[config.mk]
export PLATFORM = sky130hd
export DESIGN_NAME = light_slot_table_compactor_unit_flat
export DESIGN_NICKNAME = d
export VERILOG_FILES = /design/src/hw/rtl/lstc_pkg.sv /design/src/hw/rtl/lstc_req_if.sv /design/src/hw/rtl/lstc_rsp_if.sv /design/src/hw/rtl/lstc_cell.sv /design/src/hw/rtl/lstc_seq.sv /design/src/hw/rtl/light_slot_table_compactor_unit.sv /design/src/flat_wrapper.sv
export VERILOG_INCLUDE_DIRS = /design/src /design/src/hw/rtl
export SDC_FILE = /design/constraint.sdc
export NUM_CORES = 1
export LEC_CHECK = 0
export BUFFER_PORTS_ARGS = -buffer_cell sky130_fd_sc_hd__buf_2
export CAP_MARGIN = 5
export CORE_UTILIZATION = 35
export DETAILED_ROUTE_END_ITERATION = 10
export GPL_TIMING_DRIVEN = 0
export MAX_ROUTING_LAYER = met4
export PLACE_DENSITY = 0.54
export SYNTH_ARGS = -nofsm -noshare
export SYNTH_HDL_FRONTEND = slang
export SYNTH_SLANG_ARGS = --single-unit
[constraint.sdc]
create_clock -name clk -period 13.37 [get_ports clk]
set_input_delay 2.674 -clock clk [delete_from_list [all_inputs] [get_ports clk]]
set_output_delay 2.674 -clock clk [all_outputs]
set_load 0.02 [all_outputs]
[src/hw/rtl/light_slot_table_compactor_unit_assert.svh]
// Assertion macros for the light slot table compactor.
// Expects clk and arst_n in the scope of each use.
`ifndef LIGHT_SLOT_TABLE_COMPACTOR_UNIT_ASSERT_SVH
`define LIGHT_SLOT_TABLE_COMPACTOR_UNIT_ASSERT_SVH

// same-cycle implication
`define LSTC_ASSERT_IMPLY(lbl, ante, cons) \
	lbl: assert property (@(posedge clk) disable iff (!arst_n) (ante) |-> (cons)) \
		else $error("lstc: same-cycle check failed");

// next-cycle implication
`define LSTC_ASSERT_NEXT(lbl, ante, cons) \
	lbl: assert property (@(posedge clk) disable iff (!arst_n) (ante) |=> (cons)) \
		else $error("lstc: next-cycle check failed");

`endif

[src/hw/rtl/lstc_pkg.sv]
// Package for the light slot table compactor: sizes, codes and shared types.
// No dependencies.
`default_nettype none
package lstc_pkg;

	localparam int SLOT_COUNT = 8;
	localparam int IDX_W      = (SLOT_COUNT > 1) ? $clog2(SLOT_COUNT) : 1;
	localparam int CNT_W      = $clog2(SLOT_COUNT + 1);
	localparam int KEY_W      = 32;
	localparam int OP_W       = 2;
	localparam int STATUS_W   = 3;
	localparam int SLOT_W     = 3;
	localparam int COUNT_W    = 4;

	typedef enum logic [OP_W-1:0] {
		OP_REGISTER = 2'd0,
		OP_REMOVE   = 2'd1,
		OP_FRAME    = 2'd2
	} op_t;

	typedef enum logic [STATUS_W-1:0] {
		ST_STORED     = 3'd0,
		ST_IGNORED    = 3'd1,
		ST_FULL       = 3'd2,
		ST_REMOVED    = 3'd3,
		ST_NOT_FOUND  = 3'd4,
		ST_LIST_ENTRY = 3'd5,
		ST_LIST_EMPTY = 3'd6
	} status_t;

	typedef struct packed {
		logic [KEY_W-1:0] key;
		logic [KEY_W-1:0] tag;
	} entry_t;

	typedef struct packed {
		status_t             status;
		logic [SLOT_W-1:0]   slot;
		logic [KEY_W-1:0]    key_out;
		logic [KEY_W-1:0]    tag_out;
		logic [COUNT_W-1:0]  count;
		logic                last;
	} res_t;

endpackage
`default_nettype wire

[src/hw/rtl/lstc_req_if.sv]
// Request channel of the light slot table compactor: valid, ready and item fields.
// Depends on lstc_pkg.
`default_nettype none
interface lstc_req_if;
	logic                         valid;
	logic                         ready;
	logic [lstc_pkg::OP_W-1:0]    opcode;
	logic [lstc_pkg::KEY_W-1:0]   key;
	logic [lstc_pkg::KEY_W-1:0]   tag;

	modport source (output valid, output opcode, output key, output tag, input ready);
	modport sink (input valid, input opcode, input key, input tag, output ready);
endinterface
`default_nettype wire

[src/hw/rtl/lstc_rsp_if.sv]
// Result channel of the light slot table compactor: valid, ready and result fields.
// Depends on lstc_pkg.
`default_nettype none
interface lstc_rsp_if;
	logic                           valid;
	logic                           ready;
	logic [lstc_pkg::STATUS_W-1:0]  status;
	logic [lstc_pkg::SLOT_W-1:0]    slot;
	logic [lstc_pkg::KEY_W-1:0]     key_out;
	logic [lstc_pkg::KEY_W-1:0]     tag_out;
	logic [lstc_pkg::COUNT_W-1:0]   count;
	logic                           last;

	modport source (output valid, output status, output slot, output key_out,
		output tag_out, output count, output last, input ready);
	modport sink (input valid, input status, input slot, input key_out,
		input tag_out, input count, input last, output ready);
endinterface
`default_nettype wire

[src/hw/rtl/lstc_cell.sv]
// One slot cell of the rotating table: holds a key and tag, loads its neighbor on shift.
// Depends on lstc_pkg.
`default_nettype none
module lstc_cell (
	input  wire logic             clk,
	input  wire logic             arst_n,
	input  wire logic             shift,
	input  wire lstc_pkg::entry_t d,
	output lstc_pkg::entry_t      q
);
	import lstc_pkg::*;

	entry_t ent_q;

	always_ff @(posedge clk or negedge arst_n) begin
		if (!arst_n) begin
			ent_q <= '0;
		end else if (shift) begin
			ent_q <= d;
		end
	end

	assign q = ent_q;

endmodule
`default_nettype wire

[src/hw/rtl/lstc_seq.sv]
// Sequencer at the head of the slot ring: scans and edits one slot per shift, and emits results.
// Depends on lstc_pkg, lstc_req_if, lstc_rsp_if and the assertion macro header.
`default_nettype none
`include "light_slot_table_compactor_unit_assert.svh"
module lstc_seq (
	input  wire logic             clk,
	input  wire logic             arst_n,
	lstc_req_if.sink              req,
	lstc_rsp_if.source            rsp,
	input  wire lstc_pkg::entry_t head,
	output lstc_pkg::entry_t      wb,
	output logic                  shift
);
	import lstc_pkg::*;

	typedef enum logic [2:0] {
		S_IDLE  = 3'b001,
		S_SCAN  = 3'b010,
		S_PLACE = 3'b100
	} state_t;

	state_t             state_q;
	op_t                op_q;
	logic [KEY_W-1:0]   key_q;
	logic [KEY_W-1:0]   tag_q;
	logic [IDX_W-1:0]   step_q;
	logic [CNT_W-1:0]   cnt_q;
	logic [CNT_W-1:0]   emit_q;
	logic               hit_q;
	logic [IDX_W-1:0]   hit_idx_q;
	logic               free_q;
	logic [IDX_W-1:0]   free_idx_q;
	logic               rsp_valid_q;
	res_t               res_q;

	logic               last_step;
	logic               head_used;
	logic               hit;
	logic               hit_any;
	logic [IDX_W-1:0]   hit_idx;
	logic               free_any;
	logic [IDX_W-1:0]   free_idx;
	logic               store;
	logic               need_out;
	logic               out_free;
	logic               take;
	res_t               res;

	assign last_step = (step_q == IDX_W'(SLOT_COUNT - 1));
	assign head_used = (head.key != '0);
	assign hit       = (key_q != '0) && (head.key == key_q);
	assign hit_any   = hit_q || hit;
	assign hit_idx   = hit_q ? hit_idx_q : step_q;
	assign free_any  = free_q || !head_used;
	assign free_idx  = free_q ? free_idx_q : step_q;
	assign store     = (key_q != '0) && !hit_q && free_q;
	assign out_free  = !rsp_valid_q || rsp.ready;
	assign take      = req.valid && req.ready &&
		(req.opcode inside {OP_REGISTER, OP_REMOVE, OP_FRAME});

	always_comb begin
		wb       = head;
		need_out = 1'b0;
		res      = '0;
		res.status = ST_STORED;
		unique case (state_q)
			S_SCAN: begin
				case (op_q)
					OP_REMOVE: begin
						if (hit) begin
							wb = '0;
						end
						if (last_step) begin
							need_out   = 1'b1;
							res.status = hit_any ? ST_REMOVED : ST_NOT_FOUND;
							res.slot   = hit_any ? SLOT_W'(hit_idx) : '0;
							res.count  = COUNT_W'(cnt_q - CNT_W'(hit_any));
							res.last   = 1'b1;
						end
					end
					OP_FRAME: begin
						if (head_used) begin
							need_out    = 1'b1;
							res.status  = ST_LIST_ENTRY;
							res.slot    = SLOT_W'(step_q);
							res.key_out = head.key;
							res.tag_out = head.tag;
							res.count   = COUNT_W'(cnt_q);
							res.last    = ((emit_q + CNT_W'(1)) == cnt_q);
						end else if ((cnt_q == '0) && last_step) begin
							need_out   = 1'b1;
							res.status = ST_LIST_EMPTY;
							res.last   = 1'b1;
						end
					end
					default: begin
					end
				endcase
			end
			S_PLACE: begin
				if (store && (step_q == free_idx_q)) begin
					wb.key = key_q;
					wb.tag = tag_q;
				end
				if (last_step) begin
					need_out  = 1'b1;
					res.last  = 1'b1;
					res.count = COUNT_W'(cnt_q + CNT_W'(store));
					if (key_q == '0) begin
						res.status = ST_IGNORED;
					end else if (hit_q) begin
						res.status = ST_IGNORED;
						res.slot   = SLOT_W'(hit_idx_q);
					end else if (free_q) begin
						res.status = ST_STORED;
						res.slot   = SLOT_W'(free_idx_q);
					end else begin
						res.status = ST_FULL;
					end
				end
			end
			default: begin
			end
		endcase
	end

	assign shift     = (state_q != S_IDLE) && (!need_out || out_free);
	assign req.ready = (state_q == S_IDLE);

	always_ff @(posedge clk or negedge arst_n) begin
		if (!arst_n) begin
			state_q    <= S_IDLE;
			op_q       <= OP_REGISTER;
			step_q     <= '0;
			cnt_q      <= '0;
			emit_q     <= '0;
			hit_q      <= 1'b0;
			hit_idx_q  <= '0;
			free_q     <= 1'b0;
			free_idx_q <= '0;
		end else begin
			unique case (state_q)
				S_IDLE: begin
					if (req.valid) begin
						step_q <= '0;
						emit_q <= '0;
						hit_q  <= 1'b0;
						free_q <= 1'b0;
						case (req.opcode) inside
							OP_REGISTER, OP_REMOVE, OP_FRAME: begin
								op_q    <= op_t'(req.opcode);
								state_q <= S_SCAN;
							end
							default: begin
							end
						endcase
					end
				end
				S_SCAN: begin
					if (shift) begin
						hit_q      <= hit_any;
						hit_idx_q  <= hit_idx;
						free_q     <= free_any;
						free_idx_q <= free_idx;
						if (need_out && !res.last) begin
							emit_q <= emit_q + CNT_W'(1);
						end
						if (last_step) begin
							step_q <= '0;
							if (op_q == OP_REGISTER) begin
								state_q <= S_PLACE;
							end else begin
								state_q <= S_IDLE;
							end
							if (op_q == OP_REMOVE) begin
								cnt_q <= cnt_q - CNT_W'(hit_any);
							end
						end else begin
							step_q <= step_q + IDX_W'(1);
						end
					end
				end
				S_PLACE: begin
					if (shift) begin
						if (last_step) begin
							step_q  <= '0;
							state_q <= S_IDLE;
							cnt_q   <= cnt_q + CNT_W'(store);
						end else begin
							step_q <= step_q + IDX_W'(1);
						end
					end
				end
				default: begin
					state_q <= S_IDLE;
				end
			endcase
		end
	end

	always_ff @(posedge clk or negedge arst_n) begin
		if (!arst_n) begin
			rsp_valid_q <= 1'b0;
		end else if (shift && need_out) begin
			rsp_valid_q <= 1'b1;
		end else if (rsp.ready) begin
			rsp_valid_q <= 1'b0;
		end
	end

	always_ff @(posedge clk) begin
		if (shift && need_out) begin
			res_q <= res;
		end
	end

	assign rsp.valid   = rsp_valid_q;
	assign rsp.status  = res_q.status;
	assign rsp.slot    = res_q.slot;
	assign rsp.key_out = res_q.key_out;
	assign rsp.tag_out = res_q.tag_out;
	assign rsp.count   = res_q.count;
	assign rsp.last    = res_q.last;

	always_ff @(posedge clk) begin
		if (req.valid && req.ready) begin
			key_q <= req.key;
			tag_q <= req.tag;
		end
	end

	`LSTC_ASSERT_IMPLY(a_idle_hold, state_q == S_IDLE, !shift)
	`LSTC_ASSERT_NEXT(a_start_scan, take, state_q == S_SCAN)
	`LSTC_ASSERT_NEXT(a_place_done, state_q == S_PLACE && shift && last_step, state_q == S_IDLE && rsp.valid && rsp.last)
	`LSTC_ASSERT_IMPLY(a_cnt_bound, state_q == S_IDLE, cnt_q <= CNT_W'(SLOT_COUNT))

endmodule
`default_nettype wire

[src/hw/rtl/light_slot_table_compactor_unit.sv]
// Top level of the light slot table compactor: a ring of slot cells and its sequencer.
// Depends on lstc_pkg, lstc_req_if, lstc_rsp_if, lstc_cell and lstc_seq.
//
// Usage:
//   req carries one transaction per item (opcode, key, tag); rsp carries the
//   results (status, slot, key_out, tag_out, count, last), last marking the
//   final result of an item. Both channels use valid/ready.
//   The slots sit in a ring of SLOT_COUNT cells that rotates one slot per cycle
//   past the sequencer while an item is in progress and rsp does not stall, so
//   each item makes full turns of the ring after the cycle in which it is taken:
//     remove and frame tick: one turn;
//     register: two turns (search, then place).
//   Opcode 3 is taken and gives no result.
//   Register and remove each give a single result, at the end of their last
//   turn; frame entries leave as their slots pass the head, at most one per cycle.
//   req is ready only between items; a new item is taken while the last
//   result still waits in the output register.
//   When rsp stalls, the ring holds at the next slot that has a result to give.
//   Reset empties every slot and clears the occupancy count.
`default_nettype none
module light_slot_table_compactor_unit (
	input  wire logic  clk,
	input  wire logic  arst_n,
	lstc_req_if.sink   req,
	lstc_rsp_if.source rsp
);
	import lstc_pkg::*;

	entry_t ring [SLOT_COUNT];
	entry_t wb;
	logic   shift;

	for (genvar i = 0; i < SLOT_COUNT; i++) begin : g_cell
		if (i == 0) begin : g_first
			lstc_cell u_cell (
				.clk    (clk),
				.arst_n (arst_n),
				.shift  (shift),
				.d      (wb),
				.q      (ring[i])
			);
		end else begin : g_next
			lstc_cell u_cell (
				.clk    (clk),
				.arst_n (arst_n),
				.shift  (shift),
				.d      (ring[i-1]),
				.q      (ring[i])
			);
		end
	end

	lstc_seq u_seq (
		.clk    (clk),
		.arst_n (arst_n),
		.req    (req),
		.rsp    (rsp),
		.head   (ring[SLOT_COUNT-1]),
		.wb     (wb),
		.shift  (shift)
	);

endmodule
`default_nettype wire
[src/flat_wrapper.sv]
// flat-port wrapper written by rule: the top's interface ports become plain ports
module light_slot_table_compactor_unit_flat import lstc_pkg::*;
  (clk, arst_n, req_valid, req_opcode, req_key, req_tag, req_ready, rsp_valid, rsp_status, rsp_slot, rsp_key_out, rsp_tag_out, rsp_count, rsp_last, rsp_ready);
  lstc_req_if req_i ();
  lstc_rsp_if rsp_i ();
  input  wire logic clk;
  input  wire logic arst_n;
  input wire logic [$bits(req_i.valid)-1:0] req_valid;
  input wire logic [$bits(req_i.opcode)-1:0] req_opcode;
  input wire logic [$bits(req_i.key)-1:0] req_key;
  input wire logic [$bits(req_i.tag)-1:0] req_tag;
  output wire logic [$bits(req_i.ready)-1:0] req_ready;
  output wire logic [$bits(rsp_i.valid)-1:0] rsp_valid;
  output wire logic [$bits(rsp_i.status)-1:0] rsp_status;
  output wire logic [$bits(rsp_i.slot)-1:0] rsp_slot;
  output wire logic [$bits(rsp_i.key_out)-1:0] rsp_key_out;
  output wire logic [$bits(rsp_i.tag_out)-1:0] rsp_tag_out;
  output wire logic [$bits(rsp_i.count)-1:0] rsp_count;
  output wire logic [$bits(rsp_i.last)-1:0] rsp_last;
  input wire logic [$bits(rsp_i.ready)-1:0] rsp_ready;
  assign req_i.valid = req_valid;
  assign req_i.opcode = req_opcode;
  assign req_i.key = req_key;
  assign req_i.tag = req_tag;
  assign req_ready = req_i.ready;
  assign rsp_valid = rsp_i.valid;
  assign rsp_status = rsp_i.status;
  assign rsp_slot = rsp_i.slot;
  assign rsp_key_out = rsp_i.key_out;
  assign rsp_tag_out = rsp_i.tag_out;
  assign rsp_count = rsp_i.count;
  assign rsp_last = rsp_i.last;
  assign rsp_i.ready = rsp_ready;
  light_slot_table_compactor_unit u_core (.clk(clk), .arst_n(arst_n), .req(req_i), .rsp(rsp_i));
endmodule
# ---- After elaboration in Yosys (flattened, before gate mapping)
# Cells that the tools add are included.
dict set report word_totals {
  input_bits 70
  reg_bits 676
  output_inout_bits 77
  mem_bits_ro 0
  elab_cells 157
  ramBits 0
  latchBits 0
  mem_count 0
}
dict set report op_classes {
  multipliers 0
  div_mod_pow 0
  bitwise_logic 1
  eq_ne 21
  add_sub_neg 4
  muxes 58
  reduce_logical 39
  n_lt_le_gt_ge 0
  shift 0
}
# cell n
set ops {}
lappend ops {{2-to-1 mux 64 bit} 3}
lappend ops {{case mux 64 bit (2 select lines)} 1}
lappend ops {{2-to-1 mux 71 bit} 1}
lappend ops {{nonzero test 32 bit} 2}
lappend ops {{2-to-1 mux 3 bit} 18}
lappend ops {{equality test 32 bit} 1}
lappend ops {{zero test 32 bit} 1}
lappend ops {{2-to-1 mux 4 bit} 8}
lappend ops {{case mux 6 bit (2 select lines)} 2}
lappend ops {{case mux 5 bit (2 select lines)} 2}
lappend ops {{2-to-1 mux 6 bit} 3}
lappend ops {{case mux 4 bit (2 select lines)} 2}
lappend ops {{AND reduction 3 bit} 5}
lappend ops {{inequality test 2 bit (second input constant)} 7}
lappend ops {{AND reduction 6 bit} 2}
lappend ops {{2-to-1 mux 5 bit} 2}
lappend ops {{logical AND 1 bit} 9}
lappend ops {{2-to-1 mux 1 bit} 9}
lappend ops {{case mux 3 bit (3 select lines)} 1}
lappend ops {{case mux 1 bit (2 select lines)} 4}
lappend ops {{nonzero test 2 bit} 4}
lappend ops {{equality test 3 bit (second input constant)} 2}
lappend ops {{case mux 3 bit (2 select lines)} 1}
lappend ops {{zero test 1 bit} 5}
lappend ops {{21 further kinds} 28}

# ---- Logic depth before layout (Yosys ltp)
dict set report depth {
  ltp_word 12
  ltp_mapped 11
  mapped_depth_nobuf 11
}

# ---- By module
# Synthesis repeated with hierarchy kept, for this count alone.
dict set report hier_totals {
  hier_cells 1763
  area_unflattened_um2 29562.1
}
# module seq_area_each_um2 instances area_per_inst_um2 cells_each
set modules_own_cells {}
lappend modules_own_cells {lstc_cell 1601.5 8 2678.8 135}
lappend modules_own_cells {lstc_seq 4800.9 1 8131.5 683}

# ---- Worst setup path after synthesis
# Ideal clock, no wire load.
dict set report synth_timing {
  kind {input-to-reg}
  start {input port rsp_ready}
  end {register u_core.u_seq.res_q (netlist bit u_core.u_seq.rsp.count[0]), enable pin}
  setup_ps 693
  setup_slack_ps 2134
  stages 7
  required_time_ps 12677
  path_buffers 2
  t_arrival_ps 10543
  path_cell_list {nor3b_1 > o211ai_4 > a31o_4 > o311ai_4 > buf_2 > buf_2 > nor4_1}
}
dict set report synth_via {
  elab_chain_cells 4
}
# item line_no
set synth_rtl {}
lappend synth_rtl {{start: declaration} flat_wrapper.sv:20} ;# input wire logic [$bits(rsp_i.ready)-1:0] rsp_ready;
lappend synth_rtl {{logical OR 1 bit} lstc_seq.sv:57} ;# assign out_free = !rsp_valid_q || rsp.ready;
lappend synth_rtl {{logical OR 1 bit} lstc_seq.sv:127} ;# assign shift = (state_q != S_IDLE) && (!need_out || out_free);
lappend synth_rtl {{logical AND 1 bit} lstc_seq.sv:127}
lappend synth_rtl {{logical AND 1 bit} lstc_seq.sv:212} ;# if (shift && need_out) begin
lappend synth_rtl {{end signal: assignment} lstc_seq.sv:213} ;# res_q <= res;
lappend synth_rtl {{end: declaration} lstc_seq.sv:34} ;# res_t res_q;
# Every way passes these cells.
# A chain may end at the register's enable or synchronous reset.

# ---- Worst setup path in the final report
dict set report layout_timing {
  start {input port rsp_ready}
  end {register u_core.u_seq.res_q (netlist bit u_core.u_seq.rsp.key_out[14]), enable pin}
}
# The elaborated chain is that of the path after synthesis.

==> flow_results.org <==
** GRT
- For this run, the total global-route usage over all layers was measured as 0.1671.
- Total congestion overflow after global routing :: 0
- Entering global routing, the biggest net connects 122 pins.
- Number of antenna violations at the first check in global routing :: 1
- The first global-routing pass estimated 95.76 mm of wire.
- The via count of the first global-routing pass came to 15600.

** Yosys
- After synthesis, the largest family of logic cells by area is multiplexers.
- The synthesized netlist contains 59 unique library cells.
- Compound-Gate Fraction of Synth Area :: 0.04150
- The number of nets handed over by synthesis was 1725.
- Top-area cell type share of the netlist area :: 0.5033
- Counting flops and latches in the post-synthesis netlist gives 676.
- Post-synth EDFFs :: 139
- The cell area that synthesis handed to floorplanning was 26650 um2.
- Post-synthesis share of cell area spent on xor and xnor gates :: 0.01530
- Sorting the synthesized cells by area gives the leading types as sky130_fd_sc_hd__dfrtp_1, sky130_fd_sc_hd__mux2_1, sky130_fd_sc_hd__edfxtp_1, sky130_fd_sc_hd__a221o_1, sky130_fd_sc_hd__and2_1.
- Sequential-to-total area share from yosys stat :: 0.6609
- Of the total synthesized cell area, the portion taken by AND, OR, NAND and NOR gates is 0.05319.
- Synthesized instance count :: 1645
- Summed over all instances, the cell type with the most area after synthesis is sky130_fd_sc_hd__dfrtp_1.
- Of the total synthesized cell area, the portion taken by full adders, half adders and majority gates is 0.004695.
- For this run, the leading register cell type out of synthesis is sky130_fd_sc_hd__dfrtp_1.
- Measured against the total synthesized area, the mux share comes to 0.1934.
- Warnings from Yosys :: 0
- A synthesized cell averages 16.20 um2.
- Fraction of registers with async set or reset after synthesis :: 0.7944

** Floorplanning
- For this configuration, the core starts out at a cell density of 0.3556.
- Die width :: 278.0 um
- Count of standard-cell rows :: 100
- Floorplan die height :: 278.0 um
- Top-Level Pins :: 147
- Die Outline Area :: 77260 um2
- The core region is 74950 um2.

** Layout
- Synthesis-to-finish area growth :: 17.45%
- FILL cells :: 6793
- In the final layout, the share of cells above drive strength 1 is 0.1885.
- Area used by multi-input combinational logic :: 8217 um2
- After the flow finishes, the layout carries non-filler instances totaling 2917.
- In the final layout, flip-flops and latches occupy 17610 um2.
- After the last flow step, the layout net total stands at 1965.

** Detailed routing
- For this block, the initial DRC count from the detailed router was 722.
- DRT Pass-1 Iters :: 4
- Post-route ant nets :: 0
- Detail-routed via count per cell :: 4.932
- In the routed design, unresolved DRC markers number 0.
- The detailed router placed 14390 vias in this run.
- Routed wire length :: 61.16 mm
- In the final routed layout, each cell accounts on average for 20.97 um.

** STA
- The max-slew violation total from the final report was 0.
- Maximum clock frequency :: 194.2 MHz
- Least-Margin Pin Slew :: 1.085 ns
- For the final routed database, the setup TNS stands at 0 ns.
- For the final database, setup skew stands at 0.02548 ns.
- Minimum clock period after layout :: 5.150 ns
- RSZ-0062 raised after global routing :: false
- Relative slew slack :: 0.2764
- Hold Vio Cnt, Final :: 0
- Final cycle utilization of the critical path :: 0.3852
- PnR worst setup slack :: 8.220 ns
- The tightest hold path in the finished design has a slack of 0.4575 ns.
- Setup violations remaining at the end of the flow were counted as 0.

** Critical path
- In this design, the critical path's most frequently occurring cell is sky130_fd_sc_hd__buf_4.
- The worst setup path is of the input pin to flop kind.
- On the worst path, the slowest cell contributes a delay of 0.45 ns.
- Traced cell by cell, the critical path runs through buf_2 -> nor3b_1 -> o211ai_4 -> a31o_4 -> o311ai_4 -> buf_2 -> buf_2 -> nor4_2 -> buf_4 -> buf_4 -> buf_4 -> buf_4.
- Dominant delay contributor by cell family on the critical path :: buffers and inverters
- Data required time at the worst endpoint :: 13.72 ns
- For this design, the slowest cell found on the critical path is sky130_fd_sc_hd__nor3b_1.
- In this run the worst path has a maximum fanout of 10.
- Critical path endpoint category :: flop
- Critical path buffers and inverters :: 7
- The worst setup path is launched from an input pin.
- For the worst setup path, the data arrival time is 5.50 ns.

** Pwr
- Across the VDD grid, the largest voltage drop is 0.08809 mV.
- Power density over cell area :: 150.9 nW/um2
- For this design the static power due to leakage is 15.89 nW.
- Power after layout :: 4.723 mW

** Clock tree
- CTS built an H-tree with a depth of 3.
- Post_cts resized :: 0
- The root buffer cell chosen for the clock tree is sky130_fd_sc_hd__clkbuf_16.
- Clock tree from TritonCTS :: yes
- Buffers inserted during clock tree synthesis total 74.
- Quantity of hold-fixing buffers added after cts :: 0
- At the later pin of the worst-skew pair, clock insertion delay measures 0.61 ns.
- Clock-pin transition on the worst setup and hold timing paths :: 0.06 ns
- After clock tree synthesis, the setup repair step added 0 buffers.
- The longest clock path from root to sink contains 3 buffers.
- The clock drives 676 sinks.

** Worst hold path
- Worst min path class :: flop to flop

** Place
- In this run the tool buffered the top-level ports with 146 buffer cells.
- HPWL after detailed placement :: 42.04 mm
- The number of placed instances, taps included, is 2778.
- Routability-driven placement finished with a final weighted congestion of 0.7808.
- Setup slack at placement :: 7.593 ns

** Status
- The flow ran to the end, and the final reports show no timing, DRC or antenna violations.

** Run
- Number of maximum-capacitance violations :: 0
## metrics by stage
step | area, um2 | utilization
final | 31300 | 0.4177
after global routing | 31300 | 0.4176
after CTS | 31300 | 0.4176
after detailed placement | 28860 | 0.3851
after global placement | 28590 | 0.3815
after floorplan | 26650 | -
## cell families (layout without fill, tap and decap cells)
logic type      after synthesis  count (layout)
mux                         458             458
other cells                   0               1
fa+ha+maj                    10              10
simple gates                236             236
flops                       676             676
buf+inv                      98             400
compound gates              122             122
xor+xnor                     45              45
## power by group
group	switching [mW]	internal, mW	total, mW	leakage, nW
clock network	0.820	1.20	2.02	1.20
registers	0.0261	2.14	2.16	8.96
logic	0.343	0.199	0.541	5.74
total	1.19	3.53	4.72	15.9
## layout by cell type (no fill, tap or decap), types with 11 or more instances in the layout
cell type / count
sky130_fd_sc_hd__buf_6: 48
sky130_fd_sc_hd__and2_1: 101
sky130_fd_sc_hd__buf_2: 155
sky130_fd_sc_hd__a221o_1: 64
sky130_fd_sc_hd__xor2_1: 37
sky130_fd_sc_hd__nor4_1: 26
sky130_fd_sc_hd__and3_1: 30
sky130_fd_sc_hd__clkbuf_1: 43
sky130_fd_sc_hd__nor2_1: 24
sky130_fd_sc_hd__clkbuf_16: 77
sky130_fd_sc_hd__dfrtp_1: 536
sky130_fd_sc_hd__edfxtp_1: 139
sky130_fd_sc_hd__mux2_1: 448
sky130_fd_sc_hd__clkbuf_8: 13
sky130_fd_sc_hd__inv_1: 11
sky130_fd_sc_hd__nand2_1: 20
sky130_fd_sc_hd__buf_4: 18
## cell usage after synthesis, types with 4 or more instances
library cell	n
sky130_fd_sc_hd__xnor2_1	7
sky130_fd_sc_hd__a22o_1	9
sky130_fd_sc_hd__mux2_2	7
sky130_fd_sc_hd__nor2_1	24
sky130_fd_sc_hd__and3_1	30
sky130_fd_sc_hd__a21oi_1	9
sky130_fd_sc_hd__buf_12	4
sky130_fd_sc_hd__inv_1	12
sky130_fd_sc_hd__nand2_1	20
sky130_fd_sc_hd__xor2_1	37
sky130_fd_sc_hd__nor4_1	27
sky130_fd_sc_hd__a21o_1	5
sky130_fd_sc_hd__buf_4	6
sky130_fd_sc_hd__clkbuf_1	18
sky130_fd_sc_hd__o21ai_0	9
sky130_fd_sc_hd__and2_1	101
sky130_fd_sc_hd__buf_2	10
sky130_fd_sc_hd__a221o_1	64
sky130_fd_sc_hd__nand3_1	4
sky130_fd_sc_hd__buf_6	48
sky130_fd_sc_hd__mux2_1	448
sky130_fd_sc_hd__nand4_1	8
sky130_fd_sc_hd__edfxtp_1	139
sky130_fd_sc_hd__dfrtp_1	536
sky130_fd_sc_hd__nor3_1	5
sky130_fd_sc_hd__ha_1	10
## layer usage
metal  wire length [um]  track usage  vias up
met5                  0            -        -
li1                   -            -     6515
met1              28830       0.2249     7484
met2              28630       0.2603      277
met3               2055      0.02435      112
met4               1641      0.05355        0
## final timing paths
| path | from | end | slack (ns) | cells after the start |
|---|---|---|---|---|
| min in group asynchronous | arst_n | u_core.g_cell[4].g_next.u_cell.q[18]$_DFFE_PN0P_ | 1.87 | 1 |
| worst max register to register | u_core.g_cell[7].g_next.u_cell.q[49]$_DFFE_PN0P_ | u_core.u_seq.rsp.key_out[14]$_SDFFCE_PN0P_ | 9.35 | 11 |
| max in group asynchronous | arst_n | u_core.g_cell[7].g_next.u_cell.q[59]$_DFFE_PN0P_ | 10.16 | 3 |
| worst max-delay path | rsp_ready | u_core.u_seq.rsp.key_out[14]$_SDFFCE_PN0P_ | 8.22 | 12 |
| worst min register to register | u_core.g_cell[0].g_first.u_cell.q[11]$_DFFE_PN0P_ | u_core.g_cell[1].g_next.u_cell.q[11]$_DFFE_PN0P_ | 0.46 | 1 |
| worst min-delay path | u_core.g_cell[0].g_first.u_cell.q[11]$_DFFE_PN0P_ | u_core.g_cell[1].g_next.u_cell.q[11]$_DFFE_PN0P_ | 0.46 | 1 |
## registers in the layout (all words and copies together), names as in the netlist, 4 cells and up
signal	cells
u_core.g_cell.g_first.u_cell.q	64
u_core.g_cell.g_next.u_cell.q	448
u_core.u_seq.emit_q	4
u_core.u_seq.rsp.key_out	32
u_core.u_seq.cnt_q	4
u_core.u_seq.rsp.count	4
u_core.u_seq.key_q	32
u_core.u_seq.rsp.tag_out	32
u_core.u_seq.tag_q	32
## cell type report
type,count,area share
sequential,676,0.5627
clock inverter,23,0.007674
antenna,1,0.00007994
multi-input combinational,871,0.2625
buffer,86,0.02502
tap,969,0.03873
clock buffer,115,0.07027
timing repair buffer,164,0.03158
inverter,12,0.001519
No activity file was read; power rests on OpenSTA's default activity.
